--- src/hdl/mae_pkg.sv ---
// Shared types and constants for the max/min affine evaluator.
// Used by the top level, controller and datapath; depends on nothing.
`timescale 1ns / 1ps

package mae_pkg;

  // Default sizes of the row and coordinate stores
  localparam int MAX_ROWS_DEF = 64;
  localparam int MAX_VARS_DEF = 16;

  // Fixed field widths
  localparam int ROW_CNT_W = 7;   // rows_in_use
  localparam int VAR_CNT_W = 5;   // vars_in_use
  localparam int COEF_W    = 16;  // Q4.12
  localparam int CONST_W   = 32;  // Q8.24
  localparam int PROD_W    = 32;  // Q8.24 exact product
  localparam int RES_W     = 48;  // Q24.24
  localparam int BEST_W    = 6;
  localparam int CFG_IDX_W = 2;
  localparam int CFG_DAT_W = 7;

  localparam logic [RES_W-1:0] RES_MAX = {1'b0, {(RES_W-1){1'b1}}};
  localparam logic [RES_W-1:0] RES_MIN = {1'b1, {(RES_W-1){1'b0}}};

  // Configuration register indexes
  localparam logic [CFG_IDX_W-1:0] CFG_ROWS   = 2'd0;
  localparam logic [CFG_IDX_W-1:0] CFG_VARS   = 2'd1;
  localparam logic [CFG_IDX_W-1:0] CFG_CONVEX = 2'd2;

  // Item kinds carried in tuser
  typedef enum logic [1:0] {
    FUNC_COEF  = 2'd0,
    FUNC_CONST = 2'd1,
    FUNC_POINT = 2'd2,
    FUNC_EVAL  = 2'd3
  } func_t;

  typedef enum logic [1:0] {
    ST_IDLE,
    ST_RUN,
    ST_DRAIN,
    ST_FINISH
  } state_t;

  // One multiply-accumulate slot issued to the datapath
  typedef struct packed {
    logic                 valid;
    logic                 first;      // first slot of a row: start from the constant
    logic                 last;       // last slot of a row: row value complete
    logic                 zero_prod;  // no coordinates in use: product forced to zero
    logic                 first_row;  // row 0: seeds the best value
    logic [ROW_CNT_W-1:0] row;
  } issue_t;

  // Commands from the controller
  typedef struct packed {
    logic load;      // write the accepted load item into its store
    logic out_load;  // capture the result into the output register
    logic no_rows;   // result is the empty answer
  } ctl_cmd_t;

  // Status back from the datapath
  typedef struct packed {
    logic busy;      // slots still in flight or a compare pending
  } dp_status_t;

endpackage

--- src/hdl/mae_ctrl.sv ---
// Controller: handshake, evaluation sequencer and address generation.
// Depends on mae_pkg.
`timescale 1ns / 1ps

module mae_ctrl #(
  parameter int MAX_ROWS = mae_pkg::MAX_ROWS_DEF,
  parameter int MAX_VARS = mae_pkg::MAX_VARS_DEF,
  localparam int CA_W = (MAX_ROWS * MAX_VARS > 1) ? $clog2(MAX_ROWS * MAX_VARS) : 1,
  localparam int RA_W = (MAX_ROWS > 1) ? $clog2(MAX_ROWS) : 1,
  localparam int VA_W = (MAX_VARS > 1) ? $clog2(MAX_VARS) : 1
) (
  input  logic                           clk,
  input  logic                           rst_n,
  input  logic                           in_tvalid,
  input  mae_pkg::func_t                 in_func,
  output logic                           in_tready,
  output logic                           out_tvalid,
  input  logic                           out_tready,
  input  logic [mae_pkg::ROW_CNT_W-1:0]  rows_in_use,
  input  logic [mae_pkg::VAR_CNT_W-1:0]  vars_in_use,
  output mae_pkg::issue_t                issue,
  output logic [CA_W-1:0]                coef_raddr,
  output logic [RA_W-1:0]                const_raddr,
  output logic [VA_W-1:0]                point_raddr,
  output mae_pkg::ctl_cmd_t              cmd,
  input  mae_pkg::dp_status_t            status
);

  mae_pkg::state_t state_r, state_nxt;
  logic [mae_pkg::ROW_CNT_W-1:0] row_r, row_nxt;
  logic [mae_pkg::VAR_CNT_W-1:0] var_r, var_nxt;
  logic [CA_W-1:0]               base_r, base_nxt;
  logic                          no_rows_r, no_rows_nxt;
  logic                          out_valid_r, out_valid_nxt;

  logic [mae_pkg::ROW_CNT_W-1:0] nr;
  logic [mae_pkg::VAR_CNT_W-1:0] nv;
  logic [mae_pkg::VAR_CNT_W-1:0] slots;
  logic                          in_xfer;
  logic                          slot_last;
  logic                          row_last;

  // Effective counts, clamped to the store sizes
  always_comb begin
    nr    = (32'(rows_in_use) > MAX_ROWS) ? mae_pkg::ROW_CNT_W'(MAX_ROWS) : rows_in_use;
    nv    = (32'(vars_in_use) > MAX_VARS) ? mae_pkg::VAR_CNT_W'(MAX_VARS) : vars_in_use;
    slots = (nv == '0) ? mae_pkg::VAR_CNT_W'(1) : nv;
  end

  assign in_tready  = (state_r == mae_pkg::ST_IDLE);
  assign in_xfer    = in_tvalid && in_tready;
  assign slot_last  = (var_r == slots - 1'b1);
  assign row_last   = (row_r == nr - 1'b1);
  assign out_tvalid = out_valid_r;

  // Read addresses of the current slot
  assign coef_raddr  = base_r + CA_W'(var_r);
  assign const_raddr = RA_W'(row_r);
  assign point_raddr = VA_W'(var_r);

  // State register and counters
  always_ff @(posedge clk) begin
    if (!rst_n) begin
      state_r     <= mae_pkg::ST_IDLE;
      row_r       <= '0;
      var_r       <= '0;
      base_r      <= '0;
      no_rows_r   <= 1'b0;
      out_valid_r <= 1'b0;
    end else begin
      state_r     <= state_nxt;
      row_r       <= row_nxt;
      var_r       <= var_nxt;
      base_r      <= base_nxt;
      no_rows_r   <= no_rows_nxt;
      out_valid_r <= out_valid_nxt;
    end
  end

  // Next state, slot issue and commands
  always_comb begin
    state_nxt     = state_r;
    row_nxt       = row_r;
    var_nxt       = var_r;
    base_nxt      = base_r;
    no_rows_nxt   = no_rows_r;
    out_valid_nxt = out_valid_r && !out_tready;

    issue           = '0;
    issue.first     = (var_r == '0);
    issue.last      = slot_last;
    issue.zero_prod = (nv == '0);
    issue.first_row = (row_r == '0);
    issue.row       = row_r;

    cmd         = '0;
    cmd.no_rows = no_rows_r;

    unique case (state_r)
      mae_pkg::ST_IDLE: begin
        if (in_xfer) begin
          if (in_func == mae_pkg::FUNC_EVAL) begin
            row_nxt     = '0;
            var_nxt     = '0;
            base_nxt    = '0;
            no_rows_nxt = (nr == '0);
            state_nxt   = (nr == '0) ? mae_pkg::ST_FINISH : mae_pkg::ST_RUN;
          end else begin
            cmd.load = 1'b1;
          end
        end
      end
      mae_pkg::ST_RUN: begin
        issue.valid = 1'b1;
        if (slot_last) begin
          var_nxt  = '0;
          row_nxt  = row_r + 1'b1;
          base_nxt = base_r + CA_W'(MAX_VARS);
          if (row_last) begin
            state_nxt = mae_pkg::ST_DRAIN;
          end
        end else begin
          var_nxt = var_r + 1'b1;
        end
      end
      mae_pkg::ST_DRAIN: begin
        if (!status.busy) begin
          state_nxt = mae_pkg::ST_FINISH;
        end
      end
      mae_pkg::ST_FINISH: begin
        // Wait for the output register to be free
        if (!out_valid_r || out_tready) begin
          cmd.out_load  = 1'b1;
          out_valid_nxt = 1'b1;
          state_nxt     = mae_pkg::ST_IDLE;
        end
      end
      default: state_nxt = mae_pkg::ST_IDLE;
    endcase
  end

endmodule

--- config.mk ---
export PLATFORM = sky130hd
export DESIGN_NAME = mae_ctrl
export DESIGN_NICKNAME = d
export VERILOG_FILES = /design/src/hdl/mae_pkg.sv /design/src/hdl/mae_ctrl.sv
export SDC_FILE = /design/constraint.sdc
export NUM_CORES = 1
export LEC_CHECK = 0
export BUFFER_PORTS_ARGS = -buffer_cell sky130_fd_sc_hd__buf_2
export CAP_MARGIN = 20
export CELL_PAD_IN_SITES_DETAIL_PLACEMENT = 1
export CELL_PAD_IN_SITES_GLOBAL_PLACEMENT = 1
export CORE_ASPECT_RATIO = 1.1
export CORE_MARGIN = 4
export CORE_UTILIZATION = 38
export DETAILED_ROUTE_END_ITERATION = 12
export PLACE_DENSITY_LB_ADDON = 0.1
export SLEW_MARGIN = 20
export SYNTH_ARGS = -nofsm -noshare
export SYNTH_HDL_FRONTEND = slang
export SYNTH_SLANG_ARGS = --single-unit
--- constraint.sdc ---
create_clock -name clk -period 2.75 [get_ports clk]
set_input_delay 0.275 -clock clk [delete_from_list [all_inputs] [get_ports clk]]
set_output_delay 0.275 -clock clk [all_outputs]
set_load 0.01 [all_outputs]
**After elaboration in Yosys (flattened, before gate mapping)**

Index checks and enable logic that the tools add are counted.

- Bits of input ports: 19
- Word-level logic and storage cells: 72
- Output and inout bits: 37
- Bits in registers: 26

- Mux-type cells: 31
- Equality and inequality tests: 12
- Reductions and logical operators: 15
- Add/sub/neg operators: 6
- Magnitude comparators: 2

Operators by type and width:

| operator | number |
|---|---|
| $mux W10 | 3 |
| $mux W7 | 4 |
| $mux W5 | 5 |
| $pmux W10 S2 | 1 |
| $logic_not A7 Y1 | 2 |
| $mux W2 | 7 |
| $pmux W7 S2 | 1 |
| $add A10 B5 Y10 | 1 |
| $add A10 B5 Y10 const B | 1 |
| $logic_not A5 Y1 | 2 |
| $pmux W5 S2 | 1 |
| $mux W1 | 8 |
| $ne A2 B2 Y1 const B | 4 |
| $pmux W2 S4 | 1 |
| $add A7 B1 Y7 const B | 1 |
| $eq A7 B7 Y1 | 1 |
| $gt A7 B7 Y1 const B | 1 |
| $sub A7 B1 Y7 const B | 1 |
| $eq A2 B2 Y1 const B | 3 |
| $reduce_and A3 Y1 | 2 |
| $reduce_and A6 Y1 | 1 |
| $add A5 B1 Y5 const B | 1 |
| $eq A5 B5 Y1 | 1 |
| $gt A5 B5 Y1 const B | 1 |
| 9 further kinds | 12 |

**Longest topological paths before layout**

- Depth in word-level cells: 8
- Depth in mapped cells: 10
- Depth with buffers taken out: 9

**Worst setup path after synthesis**

Ideal clock, no wire load.

- Path kind: input to register
- From: input vars_in_use[1] (netlist bit)
- To: register row_r[4] (netlist bit)
- Path slack: 0.496 ns
- Required time: 2.677 ns
- Cell stages on the path: 9
- Path buffers: 0
- Data arrival time: 2.181 ns
- Setup time: 0.073 ns
- Path through: nor3_1 -> o21bai_1 -> ha_1 -> nor4b_1 -> a21oi_1 -> xnor2_1 -> o41a_1 -> or4_1 -> a21oi_1

- Longest elaborated chain between the ends: 8

RTL lines:

| item | line | source |
|---|---|---|
| start: declaration | mae_ctrl.sv:20 | `input logic [mae_pkg::VAR_CNT_W-1:0] vars_in_use,` |
| $gt A5 B5 Y1 | mae_ctrl.sv:46 | `nv = (32'(vars_in_use) > MAX_VARS) ? mae_pkg::VAR_CNT_W'(MAX_VARS) : vars_in_use;` |
| $mux W5 (*) | mae_ctrl.sv:46 |  |
| $logic_not A5 Y1 | mae_ctrl.sv:47 | `slots = (nv == '0) ? mae_pkg::VAR_CNT_W'(1) : nv;` |
| $mux W5 (*) | mae_ctrl.sv:47 |  |
| $sub A5 B1 Y5 (*) | mae_ctrl.sv:52 | `assign slot_last = (var_r == slots - 1'b1);` |
| $eq A5 B5 Y1 (*) | mae_ctrl.sv:52 |  |
| $ne A2 B2 Y1 (no line) (*) | n/a |  |
| $reduce_and A4 Y1 (no line) (*) | n/a |  |
| end signal: assignment | mae_ctrl.sv:72 | `row_r <= row_nxt;` |
| end: declaration | mae_ctrl.sv:30 | `logic [mae_pkg::ROW_CNT_W-1:0] row_r, row_nxt;` |

Mark *: on every way between the ends. The rest lies on a longest branch, timed or not.
A chain may end at the register's enable or synchronous reset.

**Worst setup path in the final report**

- From: input vars_in_use[2] (netlist bit)
- To: register row_r[6] (netlist bit)

Same word-level chain as after synthesis.

==> flow_summary.ini <==
[sta]
fin_crit_sh_pct = 89.7
fmax_ghz = 0.405
slew-limit-headroom_pct = 59.7
period_needed_ns = 2.47
fin_skew_ns = 0.00721
finalMaxSlewViolations = 0
hold_viol_final = 0
rsz0062_at_grt = false
finalSetupViolations = 0
tightestPinTransition_ns = 0.598
tns_ns = 0

[yosys]
synth.top_cells.by_count = 22 x dfxtp_1, 22 x nand2_1, 16 x xnor2_1, 14 x buf_4, 12 x ha_1
yosysTopAreaCellShare_pct = 23.6
post_synth.cell_area_avg_um2 = 8.27
ys_ff_latch = 22
yosysSeqAreaShare_pct = 23.6
synthCells = 226
yosysTopAreaCell = dfxtp_1
syn-num-nets = 257
yosysUniqueCellTypes = 50
ys.flop_type = dfxtp_1
syn_area_um2 = 1870
synth-edff-count = 0
synth_warnings = 0
synth_area_leaders = dfxtp_1 24%, ha_1 8.0%, xnor2_1 7.5%
async_flop_share_pct = 0

[clock_network]
cts_tree = yes
cts_buffers = 3
cts_sinks = 22
clkTransAtPathRegs_ns = 0.09
insertion_delay_ns = 0.26
clockBufferDepth = 2
htreeDepth = 1
cts-root-buf = clkbuf_8

[floorplan]
initial_core_util_pct = 39.6
fp.dieW_um = 74.9
ios = 56
row_count = 26
die_h_um = 81.5
coreArea_um2 = 4720
die_area_um2 = 6100

[drt]
drt_wl_total_um = 4800
routed_via_density = 5.51
num_vias = 1748
drt-initial-drc-count = 64
postRouteAntennaNets = 0
drc = 0
firstDrtPassIters = 4
wl_per_cell_um = 15.1

[layout]
syn2layout_area_growth_pct = 11.1
final-seq-area_um2 = 440
nNetsFinal = 294
fin_util_pct = 44.0
multi_input_area_um2 = 1190
stdcell_area_um2 = 2080
insertedDiodeCount = 0
nFillCells = 611
drive_gt1_share_pct = 27.2

[setup_path]
path_cells = buf_2, nor3_1, o21bai_1, ha_1, nor4b_1, a21oi_1, xnor2_1, o41a_2, or4_1, a21oi_1
crit_top_cell = a21oi_1
cp_data_required_time_ns = 2.94
worstSetupEndpointType = register
regToRegSetupSlack_ns = 0.47
crit_arrival_ns = 2.66
critical_path_class = input pin to register
slowest_delay_ns = 0.59
startpoint_type = input pin
cp_slowest_cell = o41a_2
worstPathMaxFanout = 16

[worst_hold_path]
hold_class = input pin to register

[placed_design]
placed_area_um2 = 2030
port_buffers = 55
finalWeightedCongestion = 0.765
dp.final_hpwl_um = 3770

[power]
powerDensity_nw_per_um2 = 440
peakVddDrop_mv = 0.208
p_leak_nw = 0.939
p_total_mw = 0.913

[status]
outcome = finished clean

[global_route]
grt_pass1_wl_um = 8050
grt_pass1_vias = 1671
grt_usage_pct = 16.4
grt_overflow = 0
grt_max_degree = 18
antenna_found_initial = 0

[flow_run]
maxCapViolCount = 0
[routing by layer]
| layer | share of wire [%] | wire length, µm | up-vias | GRT usage [%] |
|---|---|---|---|---|
| met5 | 0 | 0 | - | 0 |
| met4 | 0.31 | 15 | 0 | 3.20 |
| met3 | 3.8 | 181 | 2 | 1.96 |
| met2 | 51 | 2440 | 34 | 28.7 |
| met1 | 45 | 2160 | 840 | 21.4 |
| li1 | - | - | 872 | - |
[path summary, 6_finish.rpt]
| kind | end | from | cells after the start |
|---|---|---|---|
| setup / recovery | row_r[6] | vars_in_use[2] | 10 |
| hold / removal | out_tvalid | out_tready | 3 |
| setup reg to reg | row_r[6] | state_r[0] | 6 |
| hold reg to reg | base_r[9] | base_r[9] | 2 |
[flip-flops by register name, indices dropped and copies added (netlist names)]
signal and count:
state_r 2, out_tvalid 1, var_r 5, base_r 6
row_r 7, no_rows_r 1
[power by group]
group	internal [mW]	switching, mW
logic	0.134	0.217
registers	0.332	0.0191
clock network	0.0979	0.113
total	0.564	0.349
[cell type report]
type | count | share of cell area (%)
tap | 56 | 3.38
multi-input combinational | 169 | 57.3
timing repair buffer | 59 | 14.7
inverter | 8 | 1.45
sequential | 22 | 21.2
clock buffer | 3 | 1.99
[logic make-up after synthesis]
group                    synth area share (%)
multiplexers                             2.14
adder cells (fa/ha/maj)                  8.04
flip-flops                               23.6
XOR/XNOR                                 10.3
AND/OR/NAND/NOR                          26.6
buffers and inverters                    12.9
AO/OA/AOI/OAI                            16.5
[critical path: cells and delay by family]
kind | cells | cell delay, ns
compound gates | 4 | 1.05
xor+xnor | 1 | 0.17
simple gates | 3 | 0.81
fa+ha+maj | 1 | 0.25
buf+inv | 1 | 0.11
[layout by cell type (no fill, tap or decap), drive strengths merged, types with 3 or more instances in the layout]
cell / count
nand2b: 6
a21oi: 8
clkbuf: 3
and3: 5
and2: 4
inv: 8
nand3: 7
ha: 12
nor2: 5
xor2: 6
nand4: 8
mux2i: 4
nor2b: 5
nand2: 22
buf: 59
nor3: 5
o21ai: 8
a21boi: 5
o31ai: 5
a31oi: 3
xnor2: 16
o21a: 4
or4: 6
nor4: 4
dfxtp: 22
[stage by stage]
stage               hold WS (ns)  cells  worst slack [ns]
finish                     0.342    317             0.283
global placement           0.480    314             0.109
floorplan                  0.428    226             0.496
detailed placement         0.484    314           -0.0313
global route               0.355    317            0.0357
CTS                        0.344    317             0.226
[repair_timing]
item                       CTS  global route
resized for setup            0             1
hold buffers                 0             0
buffers inserted             0             0
setup endpoints to repair    0             4
Power figures use the tool's default switching activity.
